<file path="src/hdl/lwas_pkg.sv">
// ----------------------------------------------------------------------------
// lwas_pkg
// shared types and constants of the link watchdog alarm supervisor
// ----------------------------------------------------------------------------
package lwas_pkg;

    localparam int MS_PER_SECOND = 1000;
    localparam int CFG_IDX_W     = 2;
    localparam int CFG_DATA_W    = 16;
    localparam int AGE_W         = 32;
    localparam int CNT_W         = 32;
    localparam int DELAY_W       = 16;
    localparam int THR_W         = 26;

    localparam logic [CFG_IDX_W-1:0] REG_TIMEOUT      = 2'd0;
    localparam logic [CFG_IDX_W-1:0] REG_ALARM_DELAY  = 2'd1;
    localparam logic [CFG_IDX_W-1:0] REG_DETECT_EN    = 2'd2;

    localparam logic [15:0] TIMEOUT_RST     = 16'd10;
    localparam logic [15:0] ALARM_DELAY_RST = 16'd0;
    localparam logic        DETECT_EN_RST   = 1'b1;

    typedef struct packed {
        logic [15:0] timeout_seconds;
        logic [15:0] alarm_delay_seconds;
        logic        detect_enable;
    } cfg_t;

    typedef struct packed {
        logic             subscription_valid;
        logic [AGE_W-1:0] update_age_ms;
        logic             blocked;
        logic             alarm_rearm;
    } item_t;

    typedef struct packed {
        logic             link_is_up;
        logic             went_down;
        logic             went_up;
        logic [CNT_W-1:0] up_transitions;
        logic             action_active;
        logic             alarm_raised;
        logic             return_raised;
        logic             delay_running;
    } result_t;

endpackage

</file>
<file path="src/hdl/lwas_cfg.sv">
// ----------------------------------------------------------------------------
// lwas_cfg
// configuration registers, written through a plain write port
// ----------------------------------------------------------------------------
module lwas_cfg
(
    input  logic                                clk,
    input  logic                                rst_n,
    input  logic                                cfg_we,
    input  logic [lwas_pkg::CFG_IDX_W-1:0]      cfg_index,
    input  logic [lwas_pkg::CFG_DATA_W-1:0]     cfg_data,
    output lwas_pkg::cfg_t                      cfg
);

    lwas_pkg::cfg_t cfg_reg;
    lwas_pkg::cfg_t cfg_next;

    always_comb
    begin
        cfg_next = cfg_reg;
        if (cfg_we)
        begin
            case (cfg_index)
                lwas_pkg::REG_TIMEOUT:     cfg_next.timeout_seconds     = cfg_data;
                lwas_pkg::REG_ALARM_DELAY: cfg_next.alarm_delay_seconds = cfg_data;
                lwas_pkg::REG_DETECT_EN:   cfg_next.detect_enable       = cfg_data[0];
                default:                   cfg_next = cfg_reg;
            endcase
        end
    end

    always_ff @(posedge clk or negedge rst_n)
    begin
        if (!rst_n)
        begin
            cfg_reg.timeout_seconds     <= lwas_pkg::TIMEOUT_RST;
            cfg_reg.alarm_delay_seconds <= lwas_pkg::ALARM_DELAY_RST;
            cfg_reg.detect_enable       <= lwas_pkg::DETECT_EN_RST;
        end
        else
        begin
            cfg_reg <= cfg_next;
        end
    end

    assign cfg = cfg_reg;

endmodule

</file>
<file path="src/hdl/lwas_core.sv">
// ----------------------------------------------------------------------------
// lwas_core
// link state, delay timer and alarm detection with the result register
// ----------------------------------------------------------------------------
module lwas_core
(
    input  logic                clk,
    input  logic                rst_n,
    input  lwas_pkg::cfg_t      cfg,
    input  logic                item_valid,
    input  lwas_pkg::item_t     item,
    output logic                item_take,
    output logic                out_valid,
    input  logic                out_stall,
    output lwas_pkg::result_t   result
);

    logic                           link_state_reg,   link_state_next;
    logic [lwas_pkg::CNT_W-1:0]     up_counter_reg,   up_counter_next;
    logic                           action_flag_reg,  action_flag_next;
    logic                           return_armed_reg, return_armed_next;
    logic                           alarm_armed_reg,  alarm_armed_next;
    logic                           detect_armed_reg, detect_armed_next;
    logic                           delay_flag_reg,   delay_flag_next;
    logic [lwas_pkg::DELAY_W-1:0]   delay_count_reg,  delay_count_next;
    logic                           delay_listed_reg, delay_listed_next;
    logic                           out_valid_reg,    out_valid_next;
    lwas_pkg::result_t              result_reg,       result_next;

    logic [lwas_pkg::THR_W-1:0]     thr_ms;
    logic                           now_up;
    logic                           alarm_pulse;
    logic                           return_pulse;

    // result register free or being emptied this cycle
    assign item_take = item_valid && (!out_valid_reg || !out_stall);

    always_comb
    begin
        link_state_next   = link_state_reg;
        up_counter_next   = up_counter_reg;
        action_flag_next  = action_flag_reg;
        return_armed_next = return_armed_reg;
        alarm_armed_next  = alarm_armed_reg;
        detect_armed_next = detect_armed_reg;
        delay_flag_next   = delay_flag_reg;
        delay_count_next  = delay_count_reg;
        delay_listed_next = delay_listed_reg;
        alarm_pulse       = 1'b0;
        return_pulse      = 1'b0;
        result_next       = result_reg;

        // delay timer step
        if (delay_listed_reg)
        begin
            if ((delay_count_reg <= lwas_pkg::DELAY_W'(1)) || !delay_flag_reg)
            begin
                delay_count_next  = '0;
                delay_flag_next   = 1'b0;
                delay_listed_next = 1'b0;
            end
            else
            begin
                delay_count_next = delay_count_reg - lwas_pkg::DELAY_W'(1);
            end
        end

        thr_ms = lwas_pkg::THR_W'(cfg.timeout_seconds)
               * lwas_pkg::THR_W'(lwas_pkg::MS_PER_SECOND);
        now_up = item.subscription_valid
              && (item.update_age_ms < lwas_pkg::AGE_W'(thr_ms));

        result_next.went_down = link_state_reg && !now_up;
        result_next.went_up   = !link_state_reg && now_up;
        link_state_next       = now_up;
        if (!link_state_reg && now_up)
        begin
            up_counter_next = up_counter_reg + lwas_pkg::CNT_W'(1);
        end

        if (item.alarm_rearm)
        begin
            alarm_armed_next = 1'b1;
        end

        if (now_up)
        begin
            action_flag_next = 1'b0;
            if (return_armed_reg)
            begin
                return_armed_next = 1'b0;
                return_pulse      = 1'b1;
            end
            if (alarm_armed_next && !detect_armed_reg)
            begin
                delay_flag_next   = 1'b0;
                detect_armed_next = 1'b1;
            end
        end
        else
        begin
            action_flag_next = 1'b1;
            if (alarm_armed_next && cfg.detect_enable && !item.blocked)
            begin
                if (detect_armed_reg)
                begin
                    delay_count_next = cfg.alarm_delay_seconds;
                    if (!delay_flag_next && (cfg.alarm_delay_seconds != '0))
                    begin
                        delay_listed_next = 1'b1;
                        delay_flag_next   = 1'b1;
                    end
                    detect_armed_next = 1'b0;
                end
                if (!delay_flag_next)
                begin
                    alarm_pulse       = 1'b1;
                    return_armed_next = 1'b1;
                    alarm_armed_next  = 1'b0;
                end
            end
        end

        result_next.link_is_up     = now_up;
        result_next.up_transitions = up_counter_next;
        result_next.action_active  = action_flag_next;
        result_next.alarm_raised   = alarm_pulse;
        result_next.return_raised  = return_pulse;
        result_next.delay_running  = delay_flag_next;
    end

    always_comb
    begin
        out_valid_next = out_valid_reg;
        if (item_take)
        begin
            out_valid_next = 1'b1;
        end
        else if (!out_stall)
        begin
            out_valid_next = 1'b0;
        end
    end

    always_ff @(posedge clk or negedge rst_n)
    begin
        if (!rst_n)
        begin
            link_state_reg   <= 1'b0;
            up_counter_reg   <= '0;
            action_flag_reg  <= 1'b0;
            return_armed_reg <= 1'b0;
            alarm_armed_reg  <= 1'b1;
            detect_armed_reg <= 1'b1;
            delay_flag_reg   <= 1'b0;
            delay_count_reg  <= '0;
            delay_listed_reg <= 1'b0;
            out_valid_reg    <= 1'b0;
        end
        else
        begin
            out_valid_reg <= out_valid_next;
            if (item_take)
            begin
                link_state_reg   <= link_state_next;
                up_counter_reg   <= up_counter_next;
                action_flag_reg  <= action_flag_next;
                return_armed_reg <= return_armed_next;
                alarm_armed_reg  <= alarm_armed_next;
                detect_armed_reg <= detect_armed_next;
                delay_flag_reg   <= delay_flag_next;
                delay_count_reg  <= delay_count_next;
                delay_listed_reg <= delay_listed_next;
            end
        end
    end

    always_ff @(posedge clk)
    begin
        if (item_take)
        begin
            result_reg <= result_next;
        end
    end

    assign out_valid = out_valid_reg;
    assign result    = result_reg;

endmodule

</file>
<file path="src/hdl/link_watchdog_alarm_supervisor_unit.sv">
// ----------------------------------------------------------------------------
// link_watchdog_alarm_supervisor_unit
// single-link watchdog with delayed link-lost alarm, one scan tick per item
// ----------------------------------------------------------------------------
// One item is one scan tick of the supervised link. Items pass an input
// register and then one stage of flag and timer logic into the result
// register, so the block takes one item every cycle while out_stall is low;
// a result is offered by the result register once its item has passed the
// input register and that stage. The timeout compare (timeout times one
// thousand against the age) sets the depth of that stage. Configuration is
// taken at any time but must only be changed while no item is in flight.
// Reset values: timeout 10 s, alarm delay 0 s, detection enabled.
module link_watchdog_alarm_supervisor_unit
(
    input  logic                                clk,
    input  logic                                rst_n,
    input  logic                                cfg_we,
    input  logic [lwas_pkg::CFG_IDX_W-1:0]      cfg_index,
    input  logic [lwas_pkg::CFG_DATA_W-1:0]     cfg_data,
    input  logic                                in_valid,
    output logic                                in_stall,
    input  logic                                subscription_valid,
    input  logic [lwas_pkg::AGE_W-1:0]          update_age_ms,
    input  logic                                blocked,
    input  logic                                alarm_rearm,
    output logic                                out_valid,
    input  logic                                out_stall,
    output logic                                link_is_up,
    output logic                                went_down,
    output logic                                went_up,
    output logic [lwas_pkg::CNT_W-1:0]          up_transitions,
    output logic                                action_active,
    output logic                                alarm_raised,
    output logic                                return_raised,
    output logic                                delay_running
);

    lwas_pkg::cfg_t     cfg;
    lwas_pkg::item_t    item_reg;
    logic               in_vld_reg, in_vld_next;
    logic               item_take;
    logic               in_take;
    lwas_pkg::result_t  result;

    lwas_cfg u_cfg
    (
        .clk       (clk),
        .rst_n     (rst_n),
        .cfg_we    (cfg_we),
        .cfg_index (cfg_index),
        .cfg_data  (cfg_data),
        .cfg       (cfg)
    );

    // input register
    assign in_stall = in_vld_reg && !item_take;
    assign in_take  = in_valid && !in_stall;

    always_comb
    begin
        in_vld_next = in_vld_reg;
        if (in_take)
        begin
            in_vld_next = 1'b1;
        end
        else if (item_take)
        begin
            in_vld_next = 1'b0;
        end
    end

    always_ff @(posedge clk or negedge rst_n)
    begin
        if (!rst_n)
        begin
            in_vld_reg <= 1'b0;
        end
        else
        begin
            in_vld_reg <= in_vld_next;
        end
    end

    always_ff @(posedge clk)
    begin
        if (in_take)
        begin
            item_reg.subscription_valid <= subscription_valid;
            item_reg.update_age_ms      <= update_age_ms;
            item_reg.blocked            <= blocked;
            item_reg.alarm_rearm        <= alarm_rearm;
        end
    end

    lwas_core u_core
    (
        .clk        (clk),
        .rst_n      (rst_n),
        .cfg        (cfg),
        .item_valid (in_vld_reg),
        .item       (item_reg),
        .item_take  (item_take),
        .out_valid  (out_valid),
        .out_stall  (out_stall),
        .result     (result)
    );

    assign link_is_up     = result.link_is_up;
    assign went_down      = result.went_down;
    assign went_up        = result.went_up;
    assign up_transitions = result.up_transitions;
    assign action_active  = result.action_active;
    assign alarm_raised   = result.alarm_raised;
    assign return_raised  = result.return_raised;
    assign delay_running  = result.delay_running;

endmodule
</file>
<file path="config.mk">
export PLATFORM = sky130hd
export DESIGN_NAME = link_watchdog_alarm_supervisor_unit
export DESIGN_NICKNAME = d
export VERILOG_FILES = /design/src/hdl/lwas_pkg.sv /design/src/hdl/lwas_cfg.sv /design/src/hdl/lwas_core.sv /design/src/hdl/link_watchdog_alarm_supervisor_unit.sv
export SDC_FILE = /design/constraint.sdc
export NUM_CORES = 1
export LEC_CHECK = 0
export BUFFER_PORTS_ARGS = -buffer_cell sky130_fd_sc_hd__buf_2
export CAP_MARGIN = 40
export CORE_MARGIN = 1.5
export CORE_UTILIZATION = 51
export CTS_CLUSTER_SIZE = 12
export DETAILED_ROUTE_END_ITERATION = 7
export MAX_ROUTING_LAYER = met4
export PLACE_DENSITY = 0.69
export SLEW_MARGIN = 25
export SYNTH_ARGS = -nofsm -noshare
export SYNTH_HDL_FRONTEND = slang
export SYNTH_SLANG_ARGS = --single-unit
</file>
<file path="constraint.sdc">
create_clock -name clk -period 8.69 [get_ports clk]
set_input_delay 0.869 -clock clk [delete_from_list [all_inputs] [get_ports clk]]
set_output_delay 0.869 -clock clk [all_outputs]
set_load 0.01 [all_outputs]
</file>
==> flow_summary.ini, run 1 <==
[floorplan]
die_footprint_um2 = 20900
core_footprint_um2 = 19600
io_pins = 99
start_util_pct = 52.3
core.rowCount = 51
horizontal_die_dimension_um = 145
floorplan.die.height_um = 145

[clock_tree]
postCtsResizedCells = 0
clkSinkCount = 160
cts.path.max_buffers = 2
worstSkewPairLatency_ps = 430
clkTransAtPathRegs_ps = 70
cts-buffers-inserted = 17
cts_tree = built
cts_max_level = 4
cts_setup_buffers = 0
clock_root_buffer_master = sky130_fd_sc_hd__clkbuf_16
hold_buffers = 0

[synth]
synth.area.top_cells = sky130_fd_sc_hd__edfxtp_1 (21%), sky130_fd_sc_hd__dfrtp_1 (21%), sky130_fd_sc_hd__fa_1 (11%), sky130_fd_sc_hd__ha_1 (9.4%), sky130_fd_sc_hd__xor2_1 (4.8%)
dominantRegCellSynth = sky130_fd_sc_hd__dfrtp_1
synth_warnings = 0
synth-edff-count = 71
ys_seq_area_share_pct = 42.6
ys_seq_elements = 160
synthDistinctLibCells = 69
synth-async-reset-ratio_pct = 55.6
postSynthAreaPerCell_um2 = 10.9
synth_largest_area_cell = sky130_fd_sc_hd__edfxtp_1
synth_top_cell_area_share_pct = 20.8
synth_cells = 940
synth_fp_nets = 1129
mapped_area_um2 = 10200

[routing]
via_count = 7203
drt_pass1_iterations = 5
detailedRoute.firstIterationViolations = 476
route.final.wire_length_um = 20200
post-route-drc-count = 0
detail-route-antenna-nets = 0
vias_per_instance = 5.49
average_wire_per_cell_in_the_routed_design_um = 15.4

[min_path]
min-delay-path-class = in -> async

[run]
drv.max_cap_violation_count = 0

[global_routing]
globalRouteOverflowTotal = 0
grt_first_pass_wirelength_um = 33100
grt_antenna_before_repair = 0
grt_max_degree = 67
globalRouteTotalUtil_pct = 21.2
first_global_vias = 6822

[worst_setup_path]
crit_fanout = 40
cp-end-kind = register
critical_path.top_delay_family = adder cells
worstSetupStartpoint = u_cfg.cfg[18]
critical_path_buf_inv_count = 3
setup.worst_path.class = reg -> reg
crit_slowest_cell = sky130_fd_sc_hd__dfstp_2
cp_data_required_time_ps = 8860
r2r-start = u_cfg.cfg[18]
cp.arrival_ps = 7690
timing.critical_path.mode_cell = sky130_fd_sc_hd__fa_1
path_cells = inv_1 > fa_1 > fa_1 > fa_1 > fa_1 > inv_1 > ha_1 > a21oi_1 > o211a_1 > o21a_1 > o31ai_1 > a31oi_1 > nor4bb_1 > a211oi_1 > ha_1 > nand4_1 > nand4bb_1 > or4_1 > o221a_1 > nand2_1 > buf_4 > nor3_1 > xor2_1
critical_path.startpoint_type = register
cpPeakStageDelay_ps = 570

[finish]
final_cell_mix = sky130_fd_sc_hd__inv_1 (95), sky130_fd_sc_hd__buf_2 (94), sky130_fd_sc_hd__dfrtp_1 (84)
largest_register_ffs = 39
layout.cells.most_common = sky130_fd_sc_hd__inv_1
final_layout_size_suffix_gt1_share_pct = 17.2
nFillCells = 1689
layout.core_utilization_pct = 59.0
antenna-diode-count = 0
finish.net_count = 1222
layout-area-overhead-vs-synth_pct = 12.9

[timing]
final.period_utilization_pct = 86.5
timing.final.max_slew_violations = 0
hold_slack_ps = 266
timing.final.hold_violations = 0
grt_setup_unrepaired = false
max_slew.worst_pin.slew_ps = 786
setup_viol_count_final = 0
relSlewSlack_pct = 47.4
fmax_mhz = 133
fin_setup_tns_ps = 0
clock_skew_ps = 12.2
setup_ws_ps = 1170
period_needed_ps = 7520

[placement]
gpl_congestion = 0.837
detailedPlacementHpwl_um = 15000
dpl_worst_slack_ps = 1210
io_buffer_count = 95

[run_status]
status = finished clean
==> cells by family (layout without fill, tap and decap cells) <==
group | count (synthesis) | after routing | share of synthesized area (%)
adders and majority gates | 131 | 131 | 20.0
AOI/OAI and AO/OA | 140 | 140 | 9.03
muxes | 23 | 23 | 2.53
buffers and inverters | 127 | 233 | 5.10
and+or+nand+nor | 279 | 279 | 13.9
xor gates and xnor gates | 80 | 80 | 6.84
DFF | 160 | 160 | 42.6
==> routing by layer <==
metal	vias up	wire length, um	global-route usage, %
met5	-	0	-
met4	0	214	5.42
met3	21	775	3.72
met2	159	9760	33.8
met1	3541	9400	28.3
li1	3482	-	-
==> Yosys cell counts, types with 31 or more instances <==
library cell / count
sky130_fd_sc_hd__o21ai_0: 31
sky130_fd_sc_hd__nor3_1: 39
sky130_fd_sc_hd__nand2_1: 74
sky130_fd_sc_hd__fa_1: 54
sky130_fd_sc_hd__dfrtp_1: 84
sky130_fd_sc_hd__nor2_1: 47
sky130_fd_sc_hd__ha_1: 77
sky130_fd_sc_hd__a21oi_1: 39
sky130_fd_sc_hd__xor2_1: 56
sky130_fd_sc_hd__inv_1: 96
sky130_fd_sc_hd__nand3_1: 31
sky130_fd_sc_hd__edfxtp_1: 71
==> layout make-up <==
type / count / area [um^2] / area share, %
repair buffers: 105 / 577 / 4.99
clock inverters: 13 / 140 / 1.21
flip-flops and latches: 160 / 4370 / 37.7
multi-input cells: 653 / 5360 / 46.3
inverters: 96 / 360 / 3.12
well taps: 265 / 332 / 2.87
clock buffers: 19 / 433 / 3.74
==> metrics by stage <==
| stage | std cells | area [um^2] |
|---|---|---|
| 6_report | 1311 | 11600 |
| 2_1_floorplan | 940 | 10200 |
| 3_5_place_dp | 1279 | 11000 |
| 4_1_cts | 1311 | 11600 |
| 5_1_grt | 1311 | 11600 |
| 3_3_place_gp | 1277 | 11000 |
==> worst paths after layout <==
check	endpoint	slack, ps	cells past startpoint
max	u_core.result[35]	1170	23
min	u_core.up_counter_reg[9]	270	1
max reg2reg	u_core.result[35]	1170	23
min reg2reg	u_core.out_valid	480	1
max in group asynchronous	u_core.detect_armed_reg	7390	3
min in group clk	u_core.out_valid	480	1
Power of run 1 is left out: the tool's default activity adds up to more than one toggle a clock period on the data nets, which glitch-free logic cannot reach.
==> inputs of run 2 (changes only) <==
==> constraint.sdc (replaced) <==
create_clock -name clk -period 9.29 [get_ports clk]
set_input_delay 0.929 -clock clk [delete_from_list [all_inputs] [get_ports clk]]
set_output_delay 0.929 -clock clk [all_outputs]
set_load 0.01 [all_outputs]
==> run 2 against run 1 <==
Global-route usage grew 0.35 points. Wire length increased by 0.29%. Critical path depth stayed put. Via count down 0.87%.
==> flow_summary.ini, run 2 (synthesized netlist as in run 1, its figures left out) <==
[worst_setup_path]
setup.reg_to_reg.worst_slack_ps = 1290
cpPeakStageDelay_ps = 590
setup.worst_path.class = reg -> reg
regToRegEndpoint = u_core.result[23]
crit_slowest_cell = sky130_fd_sc_hd__fa_1
endpoint = u_core.result[23]
cp.arrival_ps = 8180
timing.critical_path.mode_cell = sky130_fd_sc_hd__fa_1
critical_path.startpoint_type = register
cp_data_required_time_ps = 9470
rr_worst_depth = 23
r2r-start = u_cfg.cfg[18]
worstSetupStartpoint = u_cfg.cfg[18]
crit_fanout = 22
cp-end-kind = register
path_cells = inv_1 > fa_1 > fa_1 > fa_1 > fa_1 > inv_1 > ha_1 > a21oi_1 > nand2_1 > o221a_2 > a211oi_1 > o21ai_0 > a211o_1 > xnor2_1 > ha_1 > nand2_1 > nand4bb_1 > or4_1 > o221a_1 > nand2_1 > buf_4 > nor2_1 > xor2_1

[run]
drv.max_cap_violation_count = 0

[timing]
max_slew.worst_pin.slew_ps = 793
fmax_mhz = 125
timing.final.hold_violations = 0
setup_viol_count_final = 0
grt_setup_unrepaired = false
hold_slack_ps = 318
clock_skew_ps = 9.62
timing.final.max_slew_violations = 0
final.period_utilization_pct = 86.1
fin_setup_tns_ps = 0
relSlewSlack_pct = 47.0
period_needed_ps = 8000

[clock_tree]
cts.path.max_buffers = 2
cts_max_level = 4
clock_root_buffer_master = sky130_fd_sc_hd__clkbuf_16
hold_buffers = 0
cts-buffers-inserted = 17
cts_tree = built
cts_setup_buffers = 0
postCtsResizedCells = 0
clkTransAtPathRegs_ps = 70
worstSkewPairLatency_ps = 440
clkSinkCount = 160

[global_routing]
grt_first_pass_wirelength_um = 33700
grt_max_degree = 67
globalRouteTotalUtil_pct = 21.5
grt_antenna_before_repair = 0
globalRouteOverflowTotal = 0
first_global_vias = 6833

[routing]
drt_pass1_iterations = 5
detail-route-antenna-nets = 0
via_count = 7140
average_wire_per_cell_in_the_routed_design_um = 15.4
vias_per_instance = 5.45
post-route-drc-count = 0
route.final.wire_length_um = 20200
detailedRoute.firstIterationViolations = 418

[floorplan]
core_footprint_um2 = 19600
core.rowCount = 51
io_pins = 99
floorplan.die.height_um = 145
start_util_pct = 52.3
die_footprint_um2 = 20900
horizontal_die_dimension_um = 145

[placement]
io_buffer_count = 95
gpl_congestion = 0.850
dp.cells = 1278
detailedPlacementHpwl_um = 15000

[finish]
final_cell_mix = sky130_fd_sc_hd__inv_1 (95), sky130_fd_sc_hd__buf_2 (94), sky130_fd_sc_hd__dfrtp_1 (84)
antenna-diode-count = 0
nFillCells = 1622
finish.net_count = 1221
layout.core_utilization_pct = 59.3
layout-area-overhead-vs-synth_pct = 13.5
final_layout_size_suffix_gt1_share_pct = 17.3
finish.cell_count_without_fillers = 1310
layout.cells.most_common = sky130_fd_sc_hd__inv_1
largest_register_ffs = 39

[min_path]
min-delay-path-class = in -> async

[run_status]
status = finished clean
==> run 2: cell types whose count changed in the layout (fill, tap and decap cells not counted) <==
cell                         previous run  this run
sky130_fd_sc_hd__clkbuf_1               2         0
sky130_fd_sc_hd__inv_6                  6         2
sky130_fd_sc_hd__clkinv_8               0         4
sky130_fd_sc_hd__clkbuf_16             17        18
sky130_fd_sc_hd__inv_8                  3         6
sky130_fd_sc_hd__buf_4                  9         8
sky130_fd_sc_hd__clkinv_2               0         1
sky130_fd_sc_hd__clkinvlp_4             2         0
sky130_fd_sc_hd__clkinv_4               1         0
==> run 2: layout make-up <==
cell class,instances,area (um^2),share of cell area (%)
inverters,96,360,3.10
multi-input cells,653,5360,46.1
repair buffers,104,569,4.90
well taps,265,332,2.85
clock buffers,18,450,3.88
clock inverters,14,185,1.59
flip-flops and latches,160,4370,37.6
==> run 2: per-layer routing <==
metal	vias to the layer above	wire [um]	GRT usage, %
met2	163	9630	33.9
met5	-	0	-
met4	0	286	6.91
met3	23	981	3.88
met1	3471	9320	28.5
li1	3483	-	-
==> run 2: worst max-delay path, delay by kind of cell (launching register included) <==
family | cells | cell delay, ps
compound gates | 6 | 2100
xor+xnor | 2 | 350
fa+ha+maj | 6 | 2760
buf+inv | 3 | 520
flops | 1 | 570
simple gates | 6 | 1440
==> run 2: per-stage QoR <==
step | setup WS [ps] | instance area, um^2
final | 1290 | 11600
after global routing | 851 | 11600
after CTS | 1310 | 11600
after detailed placement | 1340 | 11000
after global placement | 1450 | 10900
after floorplan | 2630 | 10200
==> run 2: worst min-delay path by stage <==
stage | cells past startpoint | end | slack, ps | startpoint
after floorplan | 1 | u_core.return_armed_reg | 460 | u_core.return_armed_reg
after global placement | 1 | u_core.out_valid | 460 | in_vld_reg
after detailed placement | 1 | u_core.out_valid | 470 | in_vld_reg
after CTS | 1 | u_core.up_counter_reg[8] | 310 | rst_n
after global routing | 1 | u_core.up_counter_reg[9] | 310 | rst_n
final | 1 | u_core.up_counter_reg[1] | 320 | rst_n
Power of run 2 is left out for the same reason.
